[config.mk]
export PLATFORM = sky130hd
export DESIGN_NAME = palette_color_cycler_top
export DESIGN_NICKNAME = d
export VERILOG_FILES = /design/src/hdl/pcc_pkg.sv /design/src/hdl/pcc_ctrl.sv /design/src/hdl/pcc_datapath.sv /design/src/hdl/palette_color_cycler_top.sv
export SDC_FILE = /design/constraint.sdc
export NUM_CORES = 2
export LEC_CHECK = 0
export ABC_AREA = 1
export ABC_CLOCK_PERIOD_IN_PS = 9300
export BUFFER_PORTS_ARGS = -buffer_cell sky130_fd_sc_hd__buf_2
export CAP_MARGIN = 10
export CORE_MARGIN = 1.5
export CORE_UTILIZATION = 50
export CTS_CLUSTER_DIAMETER = 120
export CTS_CLUSTER_SIZE = 16
export DETAILED_ROUTE_END_ITERATION = 10
export GPL_TIMING_DRIVEN = 0
export PLACE_DENSITY = 0.64
export SETUP_SLACK_MARGIN = 0.2
export SYNTH_ARGS = -nofsm -noshare
export SYNTH_HDL_FRONTEND = slang
export SYNTH_SLANG_ARGS = --single-unit
[constraint.sdc]
create_clock -name clk -period 9.3 [get_ports clk]
set_clock_uncertainty 0.15 [all_clocks]
set_input_delay 0.93 -clock clk [delete_from_list [all_inputs] [get_ports clk]]
set_output_delay 0.93 -clock clk [all_outputs]
set_load 0.01 [all_outputs]
[src/hdl/pcc_pkg.sv]
// Shared constants, codes and control types of the palette color cycler.
package pcc_pkg;

	// Default block dimensions
	localparam int PALETTE_DEPTH_DEF = 32;
	localparam int RANGE_COUNT_DEF   = 3;

	// Field widths
	localparam int OP_W     = 2;
	localparam int IDX_W    = 5;
	localparam int COLOR_W  = 12;
	localparam int RATE_W   = 15;
	localparam int BOUNDS_W = 10;
	localparam int PHASE_W  = 15;
	localparam int CFG_DATA_W = 15;

	// Stream widths
	localparam int S_TDATA_W = 24;
	localparam int S_TUSER_W = OP_W;
	localparam int M_TDATA_W = 16;

	// Phase arithmetic: one step per tick
	localparam int ONE_PER_TICK = 16384;
	localparam int ONE_PER_SEC  = ONE_PER_TICK / 60;
	localparam logic [RATE_W-1:0] RATE_RESET = RATE_W'(ONE_PER_SEC * 10);
	localparam logic [BOUNDS_W-1:0] BOUNDS_FIRST_RESET = BOUNDS_W'(103);
	localparam logic [BOUNDS_W-1:0] BOUNDS_RESET = '0;

	// Configuration register indexes
	localparam int CFG_ENABLE     = 0;
	localparam int CFG_SUPPRESS   = 1;
	localparam int CFG_RANGE_BASE = 2;

	// Input beat kinds
	typedef enum logic [OP_W-1:0] {
		OP_TICK  = 2'd0,
		OP_WRITE = 2'd1,
		OP_READ  = 2'd2
	} op_t;

	// Commands from the controller to the datapath
	typedef struct packed {
		logic load_in;
		logic exec;
		logic range_clr;
		logic step;
		logic rotate;
		logic range_next;
		logic load_out;
	} pcc_cmd_t;

	// Status from the datapath to the controller
	typedef struct packed {
		logic tick_go;
		logic fire;
		logic last_range;
	} pcc_sts_t;

endpackage

[src/hdl/pcc_ctrl.sv]
// Controller state machine of the palette color cycler.
module pcc_ctrl (
	input  logic               clk,
	input  logic               arst_n,
	input  logic               s_tvalid,
	output logic               s_tready,
	output logic               m_tvalid,
	input  logic               m_tready,
	output pcc_pkg::pcc_cmd_t  cmd,
	input  pcc_pkg::pcc_sts_t  sts
);

	typedef enum logic [4:0] {
		S_IDLE = 5'b00001,
		S_EXEC = 5'b00010,
		S_STEP = 5'b00100,
		S_ROT  = 5'b01000,
		S_RESP = 5'b10000
	} state_t;

	state_t state_q, state_d;
	logic   out_valid_q;
	logic   out_free;

	assign s_tready = (state_q == S_IDLE);
	assign m_tvalid = out_valid_q;
	assign out_free = !out_valid_q || m_tready;

	// Sequence one beat: execute, walk the ranges on an enabled tick, then post the result
	always_comb begin
		cmd = '0;
		state_d = state_q;
		unique case (state_q)
			S_IDLE: begin
				if (s_tvalid) begin
					cmd.load_in = 1'b1;
					state_d = S_EXEC;
				end
			end
			S_EXEC: begin
				cmd.exec = 1'b1;
				cmd.range_clr = 1'b1;
				state_d = sts.tick_go ? S_STEP : S_RESP;
			end
			S_STEP: begin
				cmd.step = 1'b1;
				if (sts.fire) begin
					state_d = S_ROT;
				end else if (sts.last_range) begin
					state_d = S_RESP;
				end else begin
					cmd.range_next = 1'b1;
				end
			end
			S_ROT: begin
				cmd.rotate = 1'b1;
				if (sts.last_range) begin
					state_d = S_RESP;
				end else begin
					cmd.range_next = 1'b1;
					state_d = S_STEP;
				end
			end
			S_RESP: begin
				if (out_free) begin
					cmd.load_out = 1'b1;
					state_d = S_IDLE;
				end
			end
			default: state_d = S_IDLE;
		endcase
	end

	// Hold the state
	always_ff @(posedge clk or negedge arst_n) begin
		if (!arst_n) begin
			state_q <= S_IDLE;
		end else begin
			state_q <= state_d;
		end
	end

	// Hold the result beat until taken
	always_ff @(posedge clk or negedge arst_n) begin
		if (!arst_n) begin
			out_valid_q <= 1'b0;
		end else if (cmd.load_out) begin
			out_valid_q <= 1'b1;
		end else if (m_tready) begin
			out_valid_q <= 1'b0;
		end
	end

endmodule

[src/hdl/pcc_datapath.sv]
// Datapath of the palette color cycler: palette, range registers and phase accumulators.
module pcc_datapath #(
	parameter int PALETTE_DEPTH = pcc_pkg::PALETTE_DEPTH_DEF,
	parameter int RANGE_COUNT   = pcc_pkg::RANGE_COUNT_DEF,
	parameter int CFG_IDX_W     = $clog2(2 + 2 * RANGE_COUNT)
) (
	input  logic                             clk,
	input  logic                             arst_n,
	input  logic                             cfg_we,
	input  logic [CFG_IDX_W-1:0]             cfg_index,
	input  logic [pcc_pkg::CFG_DATA_W-1:0]   cfg_data,
	input  logic [pcc_pkg::S_TDATA_W-1:0]    s_tdata,
	input  logic [pcc_pkg::S_TUSER_W-1:0]    s_tuser,
	output logic [pcc_pkg::M_TDATA_W-1:0]    m_tdata,
	input  pcc_pkg::pcc_cmd_t                cmd,
	output pcc_pkg::pcc_sts_t                sts
);

	localparam int IW = $clog2(PALETTE_DEPTH);
	localparam int RW = (RANGE_COUNT > 1) ? $clog2(RANGE_COUNT) : 1;
	localparam int FIELD_SPAN = 1 << pcc_pkg::IDX_W;
	localparam int CW = pcc_pkg::COLOR_W;
	localparam int PW = pcc_pkg::PHASE_W;

	// Configuration registers
	logic                            enable_q;
	logic                            suppress_q;
	logic [pcc_pkg::RATE_W-1:0]      rate_q   [RANGE_COUNT];
	logic [pcc_pkg::BOUNDS_W-1:0]    bounds_q [RANGE_COUNT];
	logic [PW-1:0]                   phase_q  [RANGE_COUNT];

	// Beat and working registers
	pcc_pkg::op_t                    op_q;
	logic [IW-1:0]                   idx_q;
	logic [CW-1:0]                   color_q;
	logic [CW-1:0]                   rd_q;
	logic                            any_q;
	logic [RW-1:0]                   rng_q;
	logic [pcc_pkg::M_TDATA_W-1:0]   out_q;
	logic [CW-1:0]                   pal_q [PALETTE_DEPTH];

	// Index wrap table: field value modulo the palette depth
	logic [IW-1:0] wrap_tbl [FIELD_SPAN];
	for (genvar g = 0; g < FIELD_SPAN; g++) begin : g_wrap
		assign wrap_tbl[g] = IW'(g % PALETTE_DEPTH);
	end

	// Current range
	logic [pcc_pkg::RATE_W-1:0]   rate_cur;
	logic [pcc_pkg::BOUNDS_W-1:0] bounds_cur;
	logic [PW-1:0]                phase_cur;
	logic [PW-1:0]                rate_sat;
	logic [PW-1:0]                phase_sum;
	logic                         active;
	logic [IW-1:0]                lo;
	logic [IW-1:0]                hi;
	logic [IW-1:0]                rd_addr;
	logic [CW-1:0]                rd_data;

	assign rate_cur   = rate_q[rng_q];
	assign bounds_cur = bounds_q[rng_q];
	assign phase_cur  = phase_q[rng_q];
	assign active     = (rate_cur != '0);
	assign rate_sat   = (rate_cur > PW'(pcc_pkg::ONE_PER_TICK)) ?
	                    PW'(pcc_pkg::ONE_PER_TICK) : PW'(rate_cur);
	assign phase_sum  = phase_cur + rate_sat;
	assign lo = wrap_tbl[bounds_cur[2*pcc_pkg::IDX_W-1:pcc_pkg::IDX_W]];
	assign hi = wrap_tbl[bounds_cur[pcc_pkg::IDX_W-1:0]];

	// Shared palette read port: top of range on rotate, beat index otherwise
	assign rd_addr = cmd.rotate ? hi : idx_q;
	assign rd_data = pal_q[rd_addr];

	assign sts.tick_go    = (op_q == pcc_pkg::OP_TICK) && enable_q;
	assign sts.fire       = active && phase_sum[PW-1];
	assign sts.last_range = (rng_q == RW'(RANGE_COUNT - 1));

	assign m_tdata = out_q;

	// Write global configuration
	always_ff @(posedge clk or negedge arst_n) begin
		if (!arst_n) begin
			enable_q   <= 1'b0;
			suppress_q <= 1'b0;
		end else if (cfg_we) begin
			if (cfg_index == CFG_IDX_W'(pcc_pkg::CFG_ENABLE)) begin
				enable_q <= cfg_data[0];
			end
			if (cfg_index == CFG_IDX_W'(pcc_pkg::CFG_SUPPRESS)) begin
				suppress_q <= cfg_data[0];
			end
		end
	end

	// Per-range rate, bounds and phase
	for (genvar r = 0; r < RANGE_COUNT; r++) begin : g_range
		always_ff @(posedge clk or negedge arst_n) begin
			if (!arst_n) begin
				rate_q[r]   <= pcc_pkg::RATE_RESET;
				bounds_q[r] <= (r == 0) ? pcc_pkg::BOUNDS_FIRST_RESET : pcc_pkg::BOUNDS_RESET;
			end else if (cfg_we) begin
				if (cfg_index == CFG_IDX_W'(pcc_pkg::CFG_RANGE_BASE + 2 * r)) begin
					rate_q[r] <= cfg_data[pcc_pkg::RATE_W-1:0];
				end
				if (cfg_index == CFG_IDX_W'(pcc_pkg::CFG_RANGE_BASE + 2 * r + 1)) begin
					bounds_q[r] <= cfg_data[pcc_pkg::BOUNDS_W-1:0];
				end
			end
		end

		// Advance the phase; drop one step when it fires
		always_ff @(posedge clk or negedge arst_n) begin
			if (!arst_n) begin
				phase_q[r] <= '0;
			end else if (cmd.step && active && rng_q == RW'(r)) begin
				phase_q[r] <= {1'b0, phase_sum[PW-2:0]};
			end
		end
	end

	// Range counter
	always_ff @(posedge clk or negedge arst_n) begin
		if (!arst_n) begin
			rng_q <= '0;
		end else if (cmd.range_clr) begin
			rng_q <= '0;
		end else if (cmd.range_next) begin
			rng_q <= rng_q + RW'(1);
		end
	end

	// Capture the input beat
	always_ff @(posedge clk) begin
		if (cmd.load_in) begin
			op_q    <= pcc_pkg::op_t'(s_tuser);
			idx_q   <= wrap_tbl[s_tdata[pcc_pkg::IDX_W-1:0]];
			color_q <= s_tdata[pcc_pkg::IDX_W +: CW];
		end
	end

	// Read data and changed flag
	always_ff @(posedge clk or negedge arst_n) begin
		if (!arst_n) begin
			rd_q  <= '0;
			any_q <= 1'b0;
		end else if (cmd.exec) begin
			rd_q  <= (op_q == pcc_pkg::OP_READ) ? rd_data : '0;
			any_q <= 1'b0;
		end else if (cmd.step && sts.fire) begin
			any_q <= 1'b1;
		end
	end

	// Result register
	always_ff @(posedge clk) begin
		if (cmd.load_out) begin
			out_q <= {(pcc_pkg::M_TDATA_W - CW - 1)'(0), rd_q, any_q & ~suppress_q};
		end
	end

	// Palette entries: beat write, or rotate up by one inside the range
	for (genvar j = 0; j < PALETTE_DEPTH; j++) begin : g_pal
		always_ff @(posedge clk or negedge arst_n) begin
			if (!arst_n) begin
				pal_q[j] <= '0;
			end else if (cmd.rotate) begin
				if (lo == IW'(j)) begin
					pal_q[j] <= rd_data;
				end else if (j > 0) begin
					if (IW'(j) > lo && IW'(j) <= hi) begin
						pal_q[j] <= pal_q[(j > 0) ? j - 1 : 0];
					end
				end
			end else if (cmd.exec && op_q == pcc_pkg::OP_WRITE && idx_q == IW'(j)) begin
				pal_q[j] <= color_q;
			end
		end
	end

endmodule

[src/hdl/palette_color_cycler_top.sv]
// Sequencing: any beat but an enabled tick goes from acceptance through the execute and
// response states; an enabled tick also steps each range and rotates each range that fires.
// One beat at a time, held by the range walk through the single phase adder and the
// palette rotate; a new beat is taken while the last result waits.
// Reset (arst_n low, asynchronous): palette and phases zero, registers to their defaults,
// no result pending.
module palette_color_cycler_top #(
	parameter int PALETTE_DEPTH = pcc_pkg::PALETTE_DEPTH_DEF,
	parameter int RANGE_COUNT   = pcc_pkg::RANGE_COUNT_DEF,
	parameter int CFG_IDX_W     = $clog2(2 + 2 * RANGE_COUNT)
) (
	input  logic                             clk,
	input  logic                             arst_n,
	input  logic                             cfg_we,
	input  logic [CFG_IDX_W-1:0]             cfg_index,
	input  logic [pcc_pkg::CFG_DATA_W-1:0]   cfg_data,
	input  logic                             s_tvalid,
	output logic                             s_tready,
	input  logic [pcc_pkg::S_TDATA_W-1:0]    s_tdata,  // entry_index[4:0], color_value[16:5]
	input  logic [pcc_pkg::S_TUSER_W-1:0]    s_tuser,  // op[1:0]
	output logic                             m_tvalid,
	input  logic                             m_tready,
	output logic [pcc_pkg::M_TDATA_W-1:0]    m_tdata   // changed[0], read_color[12:1]
);

	pcc_pkg::pcc_cmd_t cmd;
	pcc_pkg::pcc_sts_t sts;

	// Sequencer
	pcc_ctrl u_ctrl (
		.clk      (clk),
		.arst_n   (arst_n),
		.s_tvalid (s_tvalid),
		.s_tready (s_tready),
		.m_tvalid (m_tvalid),
		.m_tready (m_tready),
		.cmd      (cmd),
		.sts      (sts)
	);

	// Palette and ranges
	pcc_datapath #(
		.PALETTE_DEPTH (PALETTE_DEPTH),
		.RANGE_COUNT   (RANGE_COUNT),
		.CFG_IDX_W     (CFG_IDX_W)
	) u_datapath (
		.clk       (clk),
		.arst_n    (arst_n),
		.cfg_we    (cfg_we),
		.cfg_index (cfg_index),
		.cfg_data  (cfg_data),
		.s_tdata   (s_tdata),
		.s_tuser   (s_tuser),
		.m_tdata   (m_tdata),
		.cmd       (cmd),
		.sts       (sts)
	);

endmodule

* After elaboration in Yosys (flattened, before gate mapping)
Memories as Yosys holds them, arrays and structs flattened. A register that Yosys moved wholly into a read port is not among the register bits.
Index checks and enable logic that the tools add are counted.
** Cells by class
- Add/sub/neg operators :: 2
- Order comparisons :: 67
- Equality and inequality tests :: 113
- Muxes and demuxes :: 169
- Bitwise gates (word level) :: 7
- Reduce and logical (&&, ||, !) cells :: 155
** Operators with widths (count)
- 12-bit two-way mux :: 130
- 5-bit equality test (second input constant) :: 33
- 3-bit != test (second input constant) :: 31
- 5-bit by 4-bit equality test with 1-bit output (second input constant) :: 17
- 5-bit greater-than comparator (first input constant) :: 16
- 5-bit <= comparator (first input constant) :: 16
- 2-bit AND reduction :: 40
- 15-bit two-way mux :: 5
- 1-bit logical AND :: 71
- 2-bit nonzero test :: 35
- 12-bit binary-select mux with 5-bit select :: 1
- 15-bit binary-select mux with 2-bit select :: 2
- 5-bit two-way mux :: 11
- 5-bit by 3-bit equality test with 1-bit output (second input constant) :: 9
- 4-bit by 5-bit greater-than comparator with 1-bit output (first input constant) :: 8
- 4-bit by 5-bit <= comparator with 1-bit output (first input constant) :: 8
- 5-bit by 2-bit equality test with 1-bit output (second input constant) :: 5
- 5-bit one-hot mux with 5 select lines :: 1
- 5-bit NOT with 6-bit output :: 4
- 10-bit binary-select mux with 2-bit select :: 1
- 3-bit by 5-bit greater-than comparator with 1-bit output (first input constant) :: 4
- 3-bit by 5-bit <= comparator with 1-bit output (first input constant) :: 4
- 10-bit two-way mux :: 2
- 6-bit >= comparator (second input constant) :: 3
- other kinds (30) :: 56
** Storage, ports and cells
- Register bits after elaboration :: 551
- ROM bits :: 480
- Memories :: 3
** Memory list
- (name not given) :: depth 32, bits a word 5, rd ports 1, clocked after memory_dff 0, write ports 0, line pcc_datapath.sv:67 : assign lo = wrap_tbl[bounds_cur[2*pcc_pkg::IDX_W-1:pcc_pkg::IDX_W]];
- (name not given) :: depth 32, bits a word 5, rd ports 1, clocked after memory_dff 0, write ports 0, line pcc_datapath.sv:68 : assign hi = wrap_tbl[bounds_cur[pcc_pkg::IDX_W-1:0]];
- (name not given) :: depth 32, bits a word 5, rd ports 1, clocked after memory_dff 1, write ports 0, line pcc_datapath.sv:136 : idx_q <= wrap_tbl[s_tdata[pcc_pkg::IDX_W-1:0]];

* Longest topological paths before layout
- Depth in word-level cells :: 15
- Depth in mapped cells :: 25
- Depth with buffers taken out :: 23

* Modules after synthesis
From an unflattened synthesis, not the netlist that was laid out.
** Unflattened totals
- Cell total of the unflattened synthesis :: 5355
- Area, all modules :: 35525.3 sq um
** Modules (own cells, without submodules)
- pcc_datapath :: instances 1, cells each 5297, area an instance 35128.7 sq um, seq. area each 13952.1 sq um
- pcc_ctrl :: instances 1, cells each 58, area an instance 396.6 sq um, seq. area each 151.4 sq um

* Worst setup path after synthesis
No wires, ideal clock.
- Kind :: register to register
- From :: register u_datapath.rng_q[0]
- To :: register u_datapath.rng_q[0]
- Setup time :: 128 ps
- Arrival time :: 3532 ps
- Required time :: 9022 ps
- Path slack :: 5490 ps
- Stages on the path, launching flop included :: 24
- Buffers on the path :: 4
- Cells stage by stage :: dfrtp_1 buf_6 inv_4 buf_2 buf_2 nor2_1 a2bb2oi_1 nand4_1 nor2_1 a31oi_1 clkbuf_1 nor2_1 ha_1 fa_1 a31oi_1 o21ai_0 nand3_1 nand2_1 nand2_1 nand3_1 nand2_1 nand2_1 nand3_1 o21ai_0
** Between the ends
- Cells in the longest elaborated chain, start to end :: 11
- Elaborated cells between the ends (all ways) :: 20
** RTL lines
- start: declaration :: line pcc_datapath.sv:38 : logic [RW-1:0] rng_q;
- start signal: assignment :: line pcc_datapath.sv:128 : rng_q <= rng_q + RW'(1);
- 2-bit NOT with 3-bit output (not written as such) :: line pcc_datapath.sv:60, pcc_datapath.sv:62
- 15-bit binary-select mux with 2-bit select :: line pcc_datapath.sv:60 : assign rate_cur = rate_q[rng_q];
- 15-bit two-way mux (not written as such) (2 in a row) :: line pcc_datapath.sv:60
- 15-bit greater-than comparator :: line pcc_datapath.sv:64 : assign rate_sat = (rate_cur > PW'(pcc_pkg::ONE_PER_TICK)) ?
- 15-bit two-way mux :: line pcc_datapath.sv:64
- 15-bit adder :: line pcc_datapath.sv:66 : assign phase_sum = phase_cur + rate_sat;
- 1-bit logical AND :: line pcc_datapath.sv:75 : assign sts.fire = active && phase_sum[PW-1];
- 1-bit two-way mux :: line pcc_ctrl.sv:47 : if (sts.fire) begin
- 1-bit one-hot mux with 2 select lines :: line pcc_ctrl.sv:33 : unique case (state_q)
- 2-bit nonzero test (no line)
Several ways; a longest one is shown, not always the timed one. The select of a mux whose other input is x is not followed.
A chain may end at the register's enable or synchronous reset.

* Worst setup path after layout
- From :: register u_datapath.rng_q[1]
- To :: register u_datapath.rng_q[1]
Same word-level chain as after synthesis.

==> summary.md <==
| Metric | Value |
|---|---|
| Status | complete, no violations |
| Max Slew Vio Count | 0 |
| DRC | 0 |
| Headroom to the max-slew limit | 7.134% |
| Max Cap Viol | 0 |
| CP arrival | ~5600 ps |
| Initial Util | 50.66% |
| Nets | around 5.5k |
| Synth-to-Final Area Change | 8.329% |
| Synth unique cells | between 50 and 60 |
| Finished Layout Cells | roughly 6.4k |
| Share of the synthesized area in the top cell type | around 36% |
| I/O Pins | 67 |
| Floorplan die height | 266.8 um |
| Post-CTS Setup Repair Bufs | 0 |
| IO buf count | 56 |
| Sequential share of the synthesized area | 40.52% |
| Hold_ws | around 99 ps |
| Num CTS Buffers | 41 |
| Number of enable flip-flop cells after synthesis | 32 |
| Post-DR vias/cell | slightly below 6 |
| Largest net degree at the start of global routing | 122 |
| Clk_lat worst skew | ~630 ps |
| Slowest CP cell | buf_1 |
| Clock slew at reported path FFs | 80 ps |
| CP required | approximately 9600 ps |
| Share of flip-flops with an asynchronous set or reset | a little over nine tenths |
| Fin crit share | 56.13% |
| Ratio of cells with drive above 1 in the final layout | 7.186% |
| Power Density | 286.3 nW/um^2 |
| Die Wd | approximately 270 um |
| Hold Fails Final Rpt | 0 |
| Mapped Cells | approximately 5.3k |
| H-tree depth | 2 |
| Clock sinks | between 500 and 600 |
| Slowest stage delay, CP | roughly 490 ps |
| Post-Syn Area per Cell | about 6.5 um^2 |
| Total track usage | approximately 45% |
| Std cell rows | 96 |
| Initial antenna violation count | 12 |
| Leak | between 20 and 25 nW |
| Antenna Nets Post-Route | 0 |
| Detail Placement HPWL | between 100,000 and 150,000 um |
| Die footprint | around 71,000 um^2 |
| Synth area leaders | dfrtp_1 (36%), nand2_1 (18%), nor2_1 (9.1%) |
| WL/cell | 25.15 um |
| R2R depth | 22 |
| Critical path, cell by cell | buf_4, inv_4, nor2_8, buf_1, a2bb2oi_1, nand3_1, nor2_1, a31oi_1, clkbuf_1, nor2_1, ha_1, fa_1, a31oi_1, o21ai_0, nand3_1, nand2_1, nand2_1, nand3_1, nand2_1, nand2_1, nand3_1, o21ai_0 |
| Number of DRC markers in iteration 0 | 5,334 |
| Synth Register Bits | between 500 and 600 |
| CP Max Fanout | 10 |
| RSZ-0062 raised after global routing | no |
| Max clock buf depth | 3 |
| Hold WC Path Type | primary input to async pin |
| Top cells by count, synth | nand2_1 (1,693), nor2_1 (844), inv_1 (540) |
| Layout fillers | ~7.0k |
| Reg2Reg Launch Point | u_datapath.rng_q[1]$_DFFE_PN0P_ |
| Worst slew pin tran | 1393 ps |
| Hold_buf cts | 0 |
| Final Power | about 0.011 W |
| Critical Path Sink Type | flip-flop |
| Post-CTS resize count | 0 |
| Placed cell count | approximately 6.3k |
| VDD IR-drop max | around 0.21 mV |
| First-pass GRT wire length | around 230,000 um |
| Critical path type | flip-flop to flip-flop |
| Fmax | between 150 and 200 MHz |
| Post-Route WL | roughly 160,000 um |
| Top delay family on crit path | simple AND/OR/NAND/NOR gates |
| Drt pass-1 iters | 8 |
| # setup viols final | 0 |
| CTS tree | yes |
| CTS root buffer | clkbuf_16 |
| GP Congestion | 1.049 |
| Startpoint Class | flip-flop |
| Vias in the first global route | between 30k and 40k |
| Core Area | approximately 70,000 um^2 |
| Primary FF master, synth | dfrtp_1 |
| Cell taking the most area after synthesis | dfrtp_1 |
| Vias | 37.74k |
| Synth Cell Area | ~35,000 um^2 |
| Crit path time final | about 5200 ps |
| Worst path bufs/invs | 4 |
| Ys Warns | 0 |
| Most numerous cell in the Yosys netlist | nand2_1 |
| FF-to-FF setup slack | about 4100 ps |
| Reg-to-Reg End | u_datapath.rng_q[1]$_DFFE_PN0P_ |
| Grt ovf | 0 |
==> how the worst max path moves through the flow <==
stage / cells after the start / end / slack [ps] / start
floorplan: 23 / u_datapath.rng_q[0]$_DFFE_PN0P_ / 5490 / u_datapath.rng_q[0]$_DFFE_PN0P_
global placement: 1 / u_datapath.phase_q[23]$_DFFE_PN0P_ / -4340 / arst_n
detailed placement: 22 / u_datapath.rng_q[1]$_DFFE_PN0P_ / 4180 / u_datapath.rng_q[1]$_DFFE_PN0P_
CTS: 22 / u_datapath.rng_q[1]$_DFFE_PN0P_ / 4170 / u_datapath.rng_q[1]$_DFFE_PN0P_
global route: 22 / u_datapath.rng_q[1]$_DFFE_PN0P_ / 3810 / u_datapath.rng_q[1]$_DFFE_PN0P_
finish: 22 / u_datapath.rng_q[1]$_DFFE_PN0P_ / 4080 / u_datapath.rng_q[1]$_DFFE_PN0P_
==> cells by family after synthesis <==
family | Yosys count | share of synthesized area (%)
AND/OR/NAND/NOR | 3102 | 36.36
buffers and inverters | 905 | 10.65
AO/OA/AOI/OAI | 744 | 11.49
flip-flops | 556 | 40.52
adder cells (fa/ha/maj) | 18 | 0.6686
XOR/XNOR | 12 | 0.3020
other | 1 | 0.01077
==> metal layers <==
metal  vias up  part of all wire [%]  GRT usage, %
met3       454                    13         14.14
li1      16900                     -             -
met1     17820                    40         60.59
met4         4                   6.0         24.17
met5         -                 0.021             0
met2      2565                    41         63.77
==> per-stage QoR <==
stage	utilization [%]	area [um^2]	setup WS (ps)	setup TNS, ps
after global placement	52.77	36260	-4342	-2126650
after CTS	54.82	37660	4170	0
after floorplan	-	34810	5490	0
final	54.88	37700	4080	0
after global routing	54.82	37660	3811	0
after detailed placement	53.17	36530	4183	0
==> registers in the layout (all words and copies together), names as in the netlist, 12 cells and up <==
| signal | flops |
|---|---|
| u_datapath.rd_q | 12 |
| u_datapath.bounds_q | 30 |
| u_datapath.rate_q | 45 |
| u_datapath.pal_q | 384 |
| u_datapath.phase_q | 42 |
| u_datapath.color_q | 12 |
| u_datapath.m_tdata | 13 |
==> layout make-up <==
| type | instances | area [um^2] | share of cell area, % |
|---|---|---|---|
| Inverter | 571 | 2148 | 5.698 |
| Clock buffer | 57 | 1086 | 2.880 |
| Tap cell | 931 | 1165 | 3.089 |
| Buffer | 334 | 1565 | 4.151 |
| Antenna cell | 16 | 40.04 | 0.1062 |
| Sequential cell | 556 | 14100 | 37.40 |
| Multi-Input combinational cell | 3879 | 17010 | 45.11 |
| Timing Repair Buffer | 68 | 543.0 | 1.440 |
| Clock inverter | 4 | 45.04 | 0.1195 |
==> where the power goes <==
| part | switching, W | internal [W] |
|---|---|---|
| combinational | 0.00375 | 0.00146 |
| clock | 0.000982 | 0.000820 |
| sequential | 0.000475 | 0.00332 |
| total | 0.00520 | 0.00559 |
==> cells in the final DEF, fill, tap and decap left out, types with 25 or more instances in the layout <==
master,netlist,final
edfxtp_1,32,32
clkbuf_1,177,188
nand3_1,477,477
clkbuf_16,0,41
o21ai_0,221,221
dfrtp_1,500,500
nor2_1,844,844
a22oi_1,33,33
inv_2,25,25
inv_1,540,540
buf_2,94,149
buf_4,42,44
a21oi_1,420,420
nand2_1,1693,1693
==> worst register-to-register path, stage by stage, from the launching register on <==
cell	delay [ps]
dfrtp_1	350
buf_4	190
inv_4	90
nor2_8	190
buf_1	490
a2bb2oi_1	210
nand3_1	150
nor2_1	80
a31oi_1	330
clkbuf_1	410
nor2_1	90
ha_1	240
fa_1	410
a31oi_1	290
o21ai_0	310
nand3_1	190
nand2_1	60
nand2_1	70
nand3_1	240
nand2_1	190
nand2_1	150
nand3_1	100
o21ai_0	100
No activity file was read; power rests on OpenSTA's default activity.
